--- src/rtl/sha_pkg.sv ---
`timescale 1ns / 1ps
// ----------------------------------------------------------------------------
// sha_pkg
// Shared types, constants and helper functions of the SHA-256 hasher.
// ----------------------------------------------------------------------------
package sha_pkg;

  // byte count of one block and the fill level where the length field starts
  localparam int unsigned BLOCK_BYTES = 64;
  localparam logic [5:0]  LEN_START   = 6'd56;
  localparam logic [5:0]  LAST_SLOT   = 6'd63;
  localparam logic [5:0]  LAST_ROUND  = 6'd63;
  localparam logic [2:0]  LAST_WORD   = 3'd7;
  localparam logic [7:0]  PAD_BYTE    = 8'h80;
  localparam logic [63:0] BYTE_BITS   = 64'd8;

  // source of the byte pushed into the block store
  typedef enum logic [1:0] {
    BSEL_MSG  = 2'd0,
    BSEL_PAD  = 2'd1,
    BSEL_ZERO = 2'd2,
    BSEL_LEN  = 2'd3
  } sha_bsel_e;

  // commands from the controller to the datapath
  typedef struct packed {
    logic      push;       // shift one byte into the block store
    sha_bsel_e byte_sel;   // which byte to push
    logic      count_len;  // add eight to the bit length
    logic      load_work;  // copy hash words into the working variables
    logic      round_en;   // run one compression round
    logic [5:0] round_idx; // round number for the constant table
    logic      fold;       // add working variables into the hash words
    logic      reinit;     // restore initial hash and clear the length
    logic [2:0] word_idx;  // digest word shown on the output
  } sha_cmd_t;

  localparam logic [31:0] ROUND_K [64] = '{
    32'h428a2f98, 32'h71374491, 32'hb5c0fbcf, 32'he9b5dba5,
    32'h3956c25b, 32'h59f111f1, 32'h923f82a4, 32'hab1c5ed5,
    32'hd807aa98, 32'h12835b01, 32'h243185be, 32'h550c7dc3,
    32'h72be5d74, 32'h80deb1fe, 32'h9bdc06a7, 32'hc19bf174,
    32'he49b69c1, 32'hefbe4786, 32'h0fc19dc6, 32'h240ca1cc,
    32'h2de92c6f, 32'h4a7484aa, 32'h5cb0a9dc, 32'h76f988da,
    32'h983e5152, 32'ha831c66d, 32'hb00327c8, 32'hbf597fc7,
    32'hc6e00bf3, 32'hd5a79147, 32'h06ca6351, 32'h14292967,
    32'h27b70a85, 32'h2e1b2138, 32'h4d2c6dfc, 32'h53380d13,
    32'h650a7354, 32'h766a0abb, 32'h81c2c92e, 32'h92722c85,
    32'ha2bfe8a1, 32'ha81a664b, 32'hc24b8b70, 32'hc76c51a3,
    32'hd192e819, 32'hd6990624, 32'hf40e3585, 32'h106aa070,
    32'h19a4c116, 32'h1e376c08, 32'h2748774c, 32'h34b0bcb5,
    32'h391c0cb3, 32'h4ed8aa4a, 32'h5b9cca4f, 32'h682e6ff3,
    32'h748f82ee, 32'h78a5636f, 32'h84c87814, 32'h8cc70208,
    32'h90befffa, 32'ha4506ceb, 32'hbef9a3f7, 32'hc67178f2
  };

  localparam logic [31:0] INIT_HASH [8] = '{
    32'h6a09e667, 32'hbb67ae85, 32'h3c6ef372, 32'ha54ff53a,
    32'h510e527f, 32'h9b05688c, 32'h1f83d9ab, 32'h5be0cd19
  };

  // rotate right by a constant amount
  function automatic logic [31:0] rotr(input logic [31:0] v, input int unsigned n);
    rotr = (v >> n) | (v << (32 - n));
  endfunction

  function automatic logic [31:0] big_sigma0(input logic [31:0] v);
    big_sigma0 = rotr(v, 2) ^ rotr(v, 13) ^ rotr(v, 22);
  endfunction

  function automatic logic [31:0] big_sigma1(input logic [31:0] v);
    big_sigma1 = rotr(v, 6) ^ rotr(v, 11) ^ rotr(v, 25);
  endfunction

  function automatic logic [31:0] small_sigma0(input logic [31:0] v);
    small_sigma0 = rotr(v, 7) ^ rotr(v, 18) ^ (v >> 3);
  endfunction

  function automatic logic [31:0] small_sigma1(input logic [31:0] v);
    small_sigma1 = rotr(v, 17) ^ rotr(v, 19) ^ (v >> 10);
  endfunction

endpackage

--- src/rtl/sha_if.sv ---
`timescale 1ns / 1ps
// ----------------------------------------------------------------------------
// sha_if
// Valid/ready channels of the SHA-256 hasher: byte input and digest output.
// ----------------------------------------------------------------------------
interface sha_in_if;
  logic       valid;
  logic       ready;
  logic [7:0] msg_byte;
  logic       byte_present;
  logic       end_of_message;

  modport source (output valid, output msg_byte, output byte_present,
                  output end_of_message, input ready);
  modport sink   (input valid, input msg_byte, input byte_present,
                  input end_of_message, output ready);
endinterface

interface sha_out_if;
  logic        valid;
  logic        ready;
  logic [31:0] digest_word;
  logic        last_word;

  modport source (output valid, output digest_word, output last_word, input ready);
  modport sink   (input valid, input digest_word, input last_word, output ready);
endinterface

--- src/rtl/sha_dp.sv ---
`timescale 1ns / 1ps
// ----------------------------------------------------------------------------
// sha_dp
// Datapath: block store used as the rolling schedule window, working
// variables, round logic, hash words and message bit length.
// ----------------------------------------------------------------------------
module sha_dp (
  input  logic              clk_i,
  input  logic              rst_ni,
  input  sha_pkg::sha_cmd_t cmd_i,
  input  logic [7:0]        msg_byte_i,
  output logic [31:0]       digest_word_o
);

  // block store, word 0 in the top bits; during compression it holds w[t..t+15]
  logic [511:0]      blk_q, blk_d;
  logic [7:0][31:0]  work_q, work_d;
  logic [7:0][31:0]  hash_q, hash_d;
  logic [63:0]       bitlen_q, bitlen_d;

  // length byte pointer, counts down from the top byte while the length goes out
  logic [2:0] len_byte_q, len_byte_d;

  logic [7:0]  push_byte;
  logic [31:0] w0, w1, w9, w14, w_new;
  logic [31:0] t1, t2, ch, maj;

  // pick the byte to push; length bytes go out most significant first
  always_comb begin
    unique case (cmd_i.byte_sel)
      sha_pkg::BSEL_MSG:  push_byte = msg_byte_i;
      sha_pkg::BSEL_PAD:  push_byte = sha_pkg::PAD_BYTE;
      sha_pkg::BSEL_ZERO: push_byte = 8'h00;
      sha_pkg::BSEL_LEN:  push_byte = bitlen_q[{len_byte_q, 3'b000} +: 8];
      default:            push_byte = 8'h00;
    endcase
  end

  always_comb begin
    len_byte_d = len_byte_q;
    if (cmd_i.push && (cmd_i.byte_sel == sha_pkg::BSEL_LEN)) begin
      len_byte_d = len_byte_q - 3'd1;
    end
    if (cmd_i.reinit) begin
      len_byte_d = 3'd7;
    end
  end

  // schedule taps
  assign w0  = blk_q[511:480];
  assign w1  = blk_q[479:448];
  assign w9  = blk_q[223:192];
  assign w14 = blk_q[63:32];
  assign w_new = sha_pkg::small_sigma1(w14) + w9 + sha_pkg::small_sigma0(w1) + w0;

  // round function
  assign ch  = (work_q[4] & work_q[5]) ^ (~work_q[4] & work_q[6]);
  assign maj = (work_q[0] & work_q[1]) ^ (work_q[0] & work_q[2]) ^ (work_q[1] & work_q[2]);
  assign t1  = work_q[7] + sha_pkg::big_sigma1(work_q[4]) + ch
             + sha_pkg::ROUND_K[cmd_i.round_idx] + w0;
  assign t2  = sha_pkg::big_sigma0(work_q[0]) + maj;

  // next-state logic
  always_comb begin
    blk_d    = blk_q;
    work_d   = work_q;
    hash_d   = hash_q;
    bitlen_d = bitlen_q;

    if (cmd_i.push) begin
      blk_d = {blk_q[503:0], push_byte};
    end else if (cmd_i.round_en) begin
      blk_d = {blk_q[479:0], w_new};
    end

    if (cmd_i.count_len) begin
      bitlen_d = bitlen_q + sha_pkg::BYTE_BITS;
    end

    if (cmd_i.load_work) begin
      work_d = hash_q;
    end else if (cmd_i.round_en) begin
      work_d[7] = work_q[6];
      work_d[6] = work_q[5];
      work_d[5] = work_q[4];
      work_d[4] = work_q[3] + t1;
      work_d[3] = work_q[2];
      work_d[2] = work_q[1];
      work_d[1] = work_q[0];
      work_d[0] = t1 + t2;
    end

    if (cmd_i.fold) begin
      for (int i = 0; i < 8; i++) begin
        hash_d[i] = hash_q[i] + work_q[i];
      end
    end

    if (cmd_i.reinit) begin
      for (int i = 0; i < 8; i++) begin
        hash_d[i] = sha_pkg::INIT_HASH[i];
      end
      bitlen_d = '0;
    end
  end

  // control-like state with reset values
  always_ff @(posedge clk_i or negedge rst_ni) begin
    if (!rst_ni) begin
      for (int i = 0; i < 8; i++) begin
        hash_q[i] <= sha_pkg::INIT_HASH[i];
      end
      bitlen_q   <= '0;
      len_byte_q <= 3'd7;
    end else begin
      hash_q     <= hash_d;
      bitlen_q   <= bitlen_d;
      len_byte_q <= len_byte_d;
    end
  end

  // payload registers
  always_ff @(posedge clk_i) begin
    blk_q  <= blk_d;
    work_q <= work_d;
  end

  assign digest_word_o = hash_q[cmd_i.word_idx];

endmodule

--- src/rtl/sha_ctrl.sv ---
`timescale 1ns / 1ps
// ----------------------------------------------------------------------------
// sha_ctrl
// Controller: takes message words, sequences padding, compression rounds
// and the eight digest words.
// ----------------------------------------------------------------------------
module sha_ctrl (
  input  logic              clk_i,
  input  logic              rst_ni,
  input  logic              in_valid_i,
  output logic              in_ready_o,
  input  logic              byte_present_i,
  input  logic              end_of_message_i,
  output logic              out_valid_o,
  input  logic              out_ready_i,
  output logic              last_word_o,
  output sha_pkg::sha_cmd_t cmd_o
);

  localparam logic [2:0] S_IDLE = 3'd0;
  localparam logic [2:0] S_PAD  = 3'd1;
  localparam logic [2:0] S_COMP = 3'd2;
  localparam logic [2:0] S_FOLD = 3'd3;
  localparam logic [2:0] S_EMIT = 3'd4;

  logic [2:0] state_q, state_d;
  logic [5:0] fill_q, fill_d;
  logic [5:0] round_q, round_d;
  logic [2:0] word_q, word_d;
  logic       pad80_q, pad80_d;   // the 0x80 marker is still to go
  logic       len_q, len_d;       // length field is being written
  logic       final_q, final_d;   // the block in flight is the last one
  logic       closing_q, closing_d;

  assign in_ready_o  = (state_q == S_IDLE);
  assign out_valid_o = (state_q == S_EMIT);
  assign last_word_o = (word_q == sha_pkg::LAST_WORD);

  always_comb begin
    state_d   = state_q;
    fill_d    = fill_q;
    round_d   = round_q;
    word_d    = word_q;
    pad80_d   = pad80_q;
    len_d     = len_q;
    final_d   = final_q;
    closing_d = closing_q;
    cmd_o          = '0;
    cmd_o.byte_sel = sha_pkg::BSEL_MSG;
    cmd_o.round_idx = round_q;
    cmd_o.word_idx  = word_q;

    unique case (state_q)
      // take message words
      S_IDLE: begin
        if (in_valid_i) begin
          if (byte_present_i) begin
            cmd_o.push      = 1'b1;
            cmd_o.count_len = 1'b1;
            fill_d          = fill_q + 6'd1;
          end
          if (end_of_message_i) begin
            closing_d = 1'b1;
            pad80_d   = 1'b1;
            state_d   = S_PAD;
          end
          if (byte_present_i && (fill_q == sha_pkg::LAST_SLOT)) begin
            cmd_o.load_work = 1'b1;
            round_d         = '0;
            state_d         = S_COMP;
          end
        end
      end
      // one padding or length byte per cycle
      S_PAD: begin
        cmd_o.push = 1'b1;
        fill_d     = fill_q + 6'd1;
        if (pad80_q) begin
          cmd_o.byte_sel = sha_pkg::BSEL_PAD;
          pad80_d        = 1'b0;
        end else if (len_q || (fill_q == sha_pkg::LEN_START)) begin
          cmd_o.byte_sel = sha_pkg::BSEL_LEN;
          len_d          = 1'b1;
          if (fill_q == sha_pkg::LAST_SLOT) begin
            final_d = 1'b1;
          end
        end else begin
          cmd_o.byte_sel = sha_pkg::BSEL_ZERO;
        end
        if (fill_q == sha_pkg::LAST_SLOT) begin
          cmd_o.load_work = 1'b1;
          round_d         = '0;
          state_d         = S_COMP;
        end
      end
      // one round per cycle
      S_COMP: begin
        cmd_o.round_en = 1'b1;
        round_d        = round_q + 6'd1;
        if (round_q == sha_pkg::LAST_ROUND) begin
          state_d = S_FOLD;
        end
      end
      // add into the hash and pick where to go
      S_FOLD: begin
        cmd_o.fold = 1'b1;
        if (final_q) begin
          word_d  = '0;
          state_d = S_EMIT;
        end else if (closing_q) begin
          state_d = S_PAD;
        end else begin
          state_d = S_IDLE;
        end
      end
      // eight digest words
      S_EMIT: begin
        if (out_ready_i) begin
          word_d = word_q + 3'd1;
          if (word_q == sha_pkg::LAST_WORD) begin
            cmd_o.reinit = 1'b1;
            closing_d    = 1'b0;
            len_d        = 1'b0;
            final_d      = 1'b0;
            state_d      = S_IDLE;
          end
        end
      end
      default: begin
        state_d = S_IDLE;
      end
    endcase
  end

  always_ff @(posedge clk_i or negedge rst_ni) begin
    if (!rst_ni) begin
      state_q   <= S_IDLE;
      fill_q    <= '0;
      round_q   <= '0;
      word_q    <= '0;
      pad80_q   <= 1'b0;
      len_q     <= 1'b0;
      final_q   <= 1'b0;
      closing_q <= 1'b0;
    end else begin
      state_q   <= state_d;
      fill_q    <= fill_d;
      round_q   <= round_d;
      word_q    <= word_d;
      pad80_q   <= pad80_d;
      len_q     <= len_d;
      final_q   <= final_d;
      closing_q <= closing_d;
    end
  end

endmodule

--- src/rtl/sha256_message_hasher.sv ---
`timescale 1ns / 1ps
// ----------------------------------------------------------------------------
// sha256_message_hasher
// SHA-256 over a byte stream, digest out as eight 32-bit words.
// ----------------------------------------------------------------------------
// A byte word is taken while the hasher is idle. The word that completes a
// 64-byte block starts the compression, one round per cycle through a single
// round unit, so input is held off through the 64 rounds and the final hash add.
// A word that ends the message starts padding: one pad or length byte per
// cycle into the block store, plus one or two compressions, before the first
// digest word. The digest then leaves as eight words, word 0 first, one per
// accepted output cycle, and the hash state returns to its initial values for
// the next message.
// ----------------------------------------------------------------------------
module sha256_message_hasher (
  input  logic       clk_i,
  input  logic       rst_ni,
  sha_in_if.sink     in_i,
  sha_out_if.source  out_o
);

  sha_pkg::sha_cmd_t cmd;
  logic              in_ready;
  logic              out_valid;
  logic              last_word;
  logic [31:0]       digest_word;

  // sequencing
  sha_ctrl u_ctrl (
    .clk_i            (clk_i),
    .rst_ni           (rst_ni),
    .in_valid_i       (in_i.valid),
    .in_ready_o       (in_ready),
    .byte_present_i   (in_i.byte_present),
    .end_of_message_i (in_i.end_of_message),
    .out_valid_o      (out_valid),
    .out_ready_i      (out_o.ready),
    .last_word_o      (last_word),
    .cmd_o            (cmd)
  );

  // storage and arithmetic
  sha_dp u_dp (
    .clk_i         (clk_i),
    .rst_ni        (rst_ni),
    .cmd_i         (cmd),
    .msg_byte_i    (in_i.msg_byte),
    .digest_word_o (digest_word)
  );

  assign in_i.ready        = in_ready;
  assign out_o.valid       = out_valid;
  assign out_o.digest_word = digest_word;
  assign out_o.last_word   = last_word;

endmodule

--- src/flat_wrapper.sv ---
// flat-port wrapper written by rule: the top's interface ports become plain ports
module sha256_message_hasher_flat 
  (clk_i, rst_ni, in_i_valid, in_i_msg_byte, in_i_byte_present, in_i_end_of_message, in_i_ready, out_o_valid, out_o_digest_word, out_o_last_word, out_o_ready);
  sha_in_if in_i_i ();
  sha_out_if out_o_i ();
  input  logic clk_i;
  input  logic rst_ni;
  input wire logic [$bits(in_i_i.valid)-1:0] in_i_valid;
  input wire logic [$bits(in_i_i.msg_byte)-1:0] in_i_msg_byte;
  input wire logic [$bits(in_i_i.byte_present)-1:0] in_i_byte_present;
  input wire logic [$bits(in_i_i.end_of_message)-1:0] in_i_end_of_message;
  output wire logic [$bits(in_i_i.ready)-1:0] in_i_ready;
  output wire logic [$bits(out_o_i.valid)-1:0] out_o_valid;
  output wire logic [$bits(out_o_i.digest_word)-1:0] out_o_digest_word;
  output wire logic [$bits(out_o_i.last_word)-1:0] out_o_last_word;
  input wire logic [$bits(out_o_i.ready)-1:0] out_o_ready;
  assign in_i_i.valid = in_i_valid;
  assign in_i_i.msg_byte = in_i_msg_byte;
  assign in_i_i.byte_present = in_i_byte_present;
  assign in_i_i.end_of_message = in_i_end_of_message;
  assign in_i_ready = in_i_i.ready;
  assign out_o_valid = out_o_i.valid;
  assign out_o_digest_word = out_o_i.digest_word;
  assign out_o_last_word = out_o_i.last_word;
  assign out_o_i.ready = out_o_ready;
  sha256_message_hasher u_core (.clk_i(clk_i), .rst_ni(rst_ni), .in_i(in_i_i), .out_o(out_o_i));
endmodule
--- config.mk ---
export PLATFORM = sky130hd
export DESIGN_NAME = sha256_message_hasher_flat
export DESIGN_NICKNAME = d
export VERILOG_FILES = /design/src/rtl/sha_pkg.sv /design/src/rtl/sha_if.sv /design/src/rtl/sha_dp.sv /design/src/rtl/sha_ctrl.sv /design/src/rtl/sha256_message_hasher.sv /design/src/flat_wrapper.sv
export SDC_FILE = /design/constraint.sdc
export NUM_CORES = 2
export LEC_CHECK = 0
export BUFFER_PORTS_ARGS = -buffer_cell sky130_fd_sc_hd__buf_2
export CELL_PAD_IN_SITES_DETAIL_PLACEMENT = 0
export CELL_PAD_IN_SITES_GLOBAL_PLACEMENT = 1
export CORE_MARGIN = 4
export CORE_UTILIZATION = 35
export CTS_BUF_LIST = sky130_fd_sc_hd__clkbuf_16
export DETAILED_ROUTE_END_ITERATION = 8
export PLACE_DENSITY_LB_ADDON = 0.08
export SLEW_MARGIN = 20
export SYNTH_ARGS = -nofsm -noshare
export SYNTH_HDL_FRONTEND = slang
export SYNTH_HIERARCHICAL = 1
export SYNTH_SLANG_ARGS = --single-unit
--- constraint.sdc ---
create_clock -name clk_i -period 11.2 [get_ports clk_i]
set_clock_uncertainty 0.05 [all_clocks]
set_input_delay 1.68 -clock clk_i [delete_from_list [all_inputs] [get_ports clk_i]]
set_output_delay 1.68 -clock clk_i [all_outputs]
set_load 0.02 [all_outputs]
==> Word-level counts from Yosys, hierarchy flattened <==
Memories as Yosys holds them, arrays and structs flattened.
Cells that the tools add are included.
{ "totals": {"wordCells": 192, "rom_bits": 2048, "reg_bits": 1113, "n_memories": 1} }
{ "mem_list": {"columns": ["memory", "depth", "width", "read_ports", "rd_ports_with_merged_regs", "write_ports", "line", "rtl"], "rows": [
  ["(no name shown)", 64, 32, 1, 0, 0, "sha_dp.sv:60", "+ sha_pkg::ROUND_K[cmd_i.round_idx] + w0;"]
]} }
{ "classes": {"n_lt_le_gt_ge": 2, "reduce_logical": 23, "bitwise": 28, "shifts": 1, "add_sub_neg": 23, "mux": 64, "eq_ne": 23} }
{ "op_table": {"columns": ["cell", "count"], "rows": [
  ["$mux W256", 4],
  ["$mux W512", 2],
  ["$add A32 B32 Y32", 18],
  ["$xor A32 B32 Y32", 9],
  ["$and A32 B32 Y32", 5],
  ["$mux W64", 2],
  ["$bmux W32 S3", 1],
  ["$mux W32", 3],
  ["$add A64 B4 Y64 const B", 1],
  ["$shiftx A64 B7 Y8", 1],
  ["$mux W3", 12],
  ["$not A32 Y32", 1],
  ["$or A10 B32 Y32", 1],
  ["$or A13 B32 Y32", 1],
  ["$or A14 B32 Y32", 1],
  ["$or A15 B32 Y32", 1],
  ["$or A19 B32 Y32", 1],
  ["$or A21 B32 Y32", 1],
  ["$or A25 B32 Y32", 1],
  ["$or A26 B32 Y32", 1],
  ["$or A30 B32 Y32", 1],
  ["$or A7 B32 Y32", 1],
  ["$pmux W8 S4", 1],
  ["$xor A32 B22 Y32", 1],
  ["other kinds (34)", 93]
]} }

==> Longest topological paths before layout <==
{ "depth": {"ltp_word": 10, "depth_mapped": 38, "mapped_depth_nobuf": 37} }

==> Cells and area by module <==
Netlist, hierarchy kept.
{ "by_module_without_submodules": {"columns": ["module", "instances", "area_each_um2", "cells_per_inst"], "rows": [
  ["sha_dp", 1, 75010.7, 6880],
  ["sha_ctrl", 1, 1218.7, 121]
]} }

==> Worst setup path after synthesis <==
OpenSTA, ideal clock, no wires.
{ "synth_timing": {"kind": "input to register", "from": "input in_i_valid", "to": "register u_core.u_dp.blk_q[0], enable pin", "setup_time_ns": 0.667, "t_required_ns": 10.483, "setup_slack_ns": 1.400, "path_stages": 6, "t_arrival_ns": 9.084, "cell_sequence": "a21oi_1 > nor3_4 > clkbuf_1 > clkbuf_1 > buf_1 > or2_2"} }
{ "synth_rtl": {"columns": ["element", "line", "rtl"], "rows": [
  ["from (decl)", "flat_wrapper.sv:8", "input wire logic [$bits(in_i_i.valid)-1:0] in_i_valid;"],
  ["to (signal assigned)", "sha_dp.sv:124", "blk_q <= blk_d;"],
  ["to (decl)", "sha_dp.sv:16", "logic [511:0] blk_q, blk_d;"]
]} }

==> results.env <==
RUN_STATUS='completed'
PATH_MAX_FANOUT=20
FINAL.MIN_CLOCK_PERIOD_PS=9490
FP-ROW-COUNT=171
SYNTH_TOP_FAMILY_BY_AREA='multiplexers'
CTS.HTREE.LEVELS=4
FILL_CELLS=21400
POST_SYNTH_INST_COUNT=7001
SYNTHDISTINCTLIBCELLS=97
GLOBAL_ROUTE_WIRE_LENGTH_BEFORE_REPAIR_MM=383
GPL.FINAL_WEIGHTED_CONGESTION=0.936
SYNTH-MAIN-FF-CELL='sky130_fd_sc_hd__edfxtp_1'
CORE_REGION_AREA_SQ_UM=217000
GRT_PASS1_VIAS=53500
VIAS=53900
POST-CTS-SETUP-BUFFERS=0
TIMING_WORST_SLEW_PIN_VALUE_PS=1110
CP_SLOWEST_STAGE_DELAY_PS=820
HOLD_PATH.CLASS='reg -> reg'
CP_SLOWEST_CELL='sky130_fd_sc_hd__o311ai_1'
SETUP_VIOL=0
TNS_PS=0
TIMING_HOLD_VIOLATIONS_FINAL=0
DP_HPWL_MM=195
GRT_MAX_DEGREE=159
REGTOREGSETUPSLACK_PS=1710
WORST-SETUP-PATH-TYPE='reg -> reg'
MAXSLEWHEADROOM_PCT=24.9
WORST-ENDPOINT-ARRIVAL_PS=9950
SYNTH-SEQ-AREA-SHARE_PCT=41.7
WORST_SETUP_PATH_END_KIND='register'
DRC=0
WORSTREG2REGEND='u_core/u_dp/work_q[30]'
SYNTH_COMPOUND_GATE_AREA_SHARE_PCT=13.0
POST_SYNTH_XOR_AREA_FRACTION_PCT=7.27
MEAN_CELL_AREA_OF_THE_MAPPED_NETLIST_SQ_UM=10.9
MAX-CLOCK-PATH-BUFFERS=3
CLK_PIN_SLEW_PS=60
CP.REQUIRED_PS=11660
FLOORPLAN.IO_PINS=49
DIE_AREA_SQ_UM=225000
HOLD_START='u_core/u_ctrl/fill_q[5]'
CTSHOLDBUFFERS=0
REG2REG_DEPTH=34
DRTITER0DRC=4443
GRT-OVFL-TOTAL=0
SYNTH_AREA_IN_ADDERS_PCT=11.7
LAYOUT.NETS=7550
DRT-PASS1-ITER-COUNT=6
SYNTH_EDF_COUNT=768
ASYNC_FLOP_SHARE_PCT=30.8
INITIAL_CORE_UTILIZATION_PCT=35.1
PLACE.PORT_BUFFERS=48
CAP_VIOLATIONS=0
TIMING.FINAL.CRIT_SHARE_PCT=84.7
DRIVE_GT1_SHARE_PCT=18.5
REGTOREGSTARTPOINT='u_core/u_ctrl/round_q[1]'
POST_SYNTHESIS_REGISTER_BIT_COUNT=1110
SYNTHTOLAYOUTAREAGROWTH_PCT=10.7
TIMING.HOLD.WORST_ENDPOINT='u_core/u_ctrl/fill_q[5]'
AVGVIACOUNTPERCELL=5.43
SYNTHMUXAREASHARE_PCT=14.1
CTS_INSERTED_BUFFERS=143
GRT_ANTENNA_BEFORE_REPAIR=12
ROUTEDWLPERCELL_UM=26.5
MAX_FREQ_MHz=105
POST_SYNTH_AND_OR_NAND_NOR_AREA_FRACTION_PCT=8.10
GLOBAL_ROUTE.USAGE.TOTAL_PCT=23.0
CLOCK_INSERTION_DELAY_WORST_SKEW_PS=810
RSZ_0062_RAISED_AFTER_GLOBAL_ROUTING='no'
TRITONCTS='yes'
SLEW_VIOLATIONS=0
CLOCK_SINKS=1110
CRIT_PATH_START_KIND='register'
ANTENNA_VIOLATING_NETS_POST_ROUTE=0
NUMBER_OF_NETS_IN_THE_SYNTHESIZED_NETLIST=7607
TIMING.HOLD.WORST_PATH_DEPTH=1
POST_CTS_RESIZE_COUNT=0
DRT-TOTAL-WL_MM=263
SYNTH.CELL_AREA_SQ_UM=76200
CHIPHEIGHT_UM=475
ROOT_BUFFER='sky130_fd_sc_hd__clkbuf_16'
YS.WARNINGS.COUNT=6
DIE_W_UM=475
==> layout make-up <==
| class | count | area (sq um) | share of cell area, % |
|---|---|---|---|
| multi-input cells | 5068 | 41400 | 49.0 |
| well taps | 2854 | 3570 | 4.23 |
| repair buffers | 125 | 941 | 1.12 |
| clock inverters | 123 | 1180 | 1.40 |
| inverters | 496 | 1870 | 2.21 |
| diodes | 8 | 20.0 | 0.0237 |
| clock buffers | 144 | 3600 | 4.27 |
| flip-flops and latches | 1110 | 31800 | 37.7 |
==> how the worst max path moves through the flow <==
stage                                  start                      to  slack [ps]  depth (start not counted)
floorplan                         in_i_valid    u_core/u_dp/blk_q[0]        1400                          6
global placement    u_core/u_ctrl/round_q[1]  u_core/u_dp/work_q[30]        1690                         34
detailed placement  u_core/u_ctrl/round_q[1]  u_core/u_dp/work_q[30]        1910                         34
CTS                 u_core/u_ctrl/round_q[1]  u_core/u_dp/work_q[30]        1860                         34
global route        u_core/u_ctrl/round_q[1]  u_core/u_dp/work_q[30]         960                         34
finish              u_core/u_ctrl/round_q[1]  u_core/u_dp/work_q[30]        1710                         34
==> routing by layer <==
layer / global-route usage [%] / share of wire (%) / vias to the layer above
li1: - / - / 25100
met1: 34.2 / 49 / 27200
met2: 35.3 / 44 / 1303
met3: 4.03 / 5.3 / 246
met4: 4.29 / 1.8 / 0
met5: 0 / 0 / -
==> registers in the layout, indices dropped and copies added, names as in the netlist, 3 cells and up <==
register / flops
u_core/u_dp/work_q: 256
u_core/u_ctrl/fill_q: 6
u_core/u_ctrl/round_q: 6
u_core/u_dp/hash_q: 256
u_core/u_ctrl/word_q: 3
u_core/u_dp/len_byte_q: 3
u_core/u_ctrl/state_q: 3
u_core/u_dp/bitlen_q: 61
u_core/u_dp/blk_q: 512
==> Yosys cell counts, types with 203 or more instances <==
cell type	instances	share of area [%]
sky130_fd_sc_hd__nor2_1	415	2.0
sky130_fd_sc_hd__clkbuf_1	282	1.4
sky130_fd_sc_hd__o21ai_0	447	2.9
sky130_fd_sc_hd__nand2_1	492	2.4
sky130_fd_sc_hd__edfxtp_1	768	30
sky130_fd_sc_hd__a21o_1	225	2.2
sky130_fd_sc_hd__mux2_2	692	10
sky130_fd_sc_hd__dfrtp_1	203	6.7
sky130_fd_sc_hd__xnor2_1	383	4.4
sky130_fd_sc_hd__a21oi_1	422	2.8
sky130_fd_sc_hd__ha_1	397	6.5
sky130_fd_sc_hd__xor2_1	250	2.9
sky130_fd_sc_hd__inv_1	489	2.4
==> critical path, delay by kind of cell (launching register included) <==
kind                     cells  cell delay (ps)
flip-flops                   1              360
buffers and inverters        5              770
AND/OR/NAND/NOR              5             1110
AO/OA/AOI/OAI               18             4890
adder cells (fa/ha/maj)      5             1850
XOR/XNOR                     1              150
==> cells by family after synthesis <==
family | after synthesis
flip-flops | 1110
AND/OR/NAND/NOR | 1373
AO/OA/AOI/OAI | 1589
XOR/XNOR | 633
multiplexers | 878
adder cells (fa/ha/maj) | 595
buffers and inverters | 823
==> through the flow <==
step	instances	hold slack [ps]	setup slack, ps	area (sq um)	utilization [%]
3_3_place_gp	9653	404	1690	79600	36.7
4_1_cts	9920	419	1860	84300	38.9
6_report	9928	416	1710	84400	38.9
2_1_floorplan	7001	384	1400	76200	-
5_1_grt	9924	448	962	84400	38.9
3_5_place_dp	9653	407	1910	79600	36.7
==> cells in the final DEF, fill, tap and decap left out, types with 107 or more instances in the layout <==
cell,instances
sky130_fd_sc_hd__edfxtp_1,768
sky130_fd_sc_hd__mux2_2,692
sky130_fd_sc_hd__inv_1,523
sky130_fd_sc_hd__nand2_1,491
sky130_fd_sc_hd__o21ai_0,446
sky130_fd_sc_hd__a21oi_1,421
sky130_fd_sc_hd__nor2_1,413
sky130_fd_sc_hd__ha_1,397
sky130_fd_sc_hd__xnor2_1,383
sky130_fd_sc_hd__xor2_1,250
sky130_fd_sc_hd__a21o_1,225
sky130_fd_sc_hd__dfrtp_1,198
sky130_fd_sc_hd__fa_1,195
sky130_fd_sc_hd__clkbuf_16,144
sky130_fd_sc_hd__dfstp_2,139
sky130_fd_sc_hd__nand3_1,107
Power is left out: the tool's default activity adds up to more than one toggle a clock period on the data nets, which glitch-free logic cannot reach.
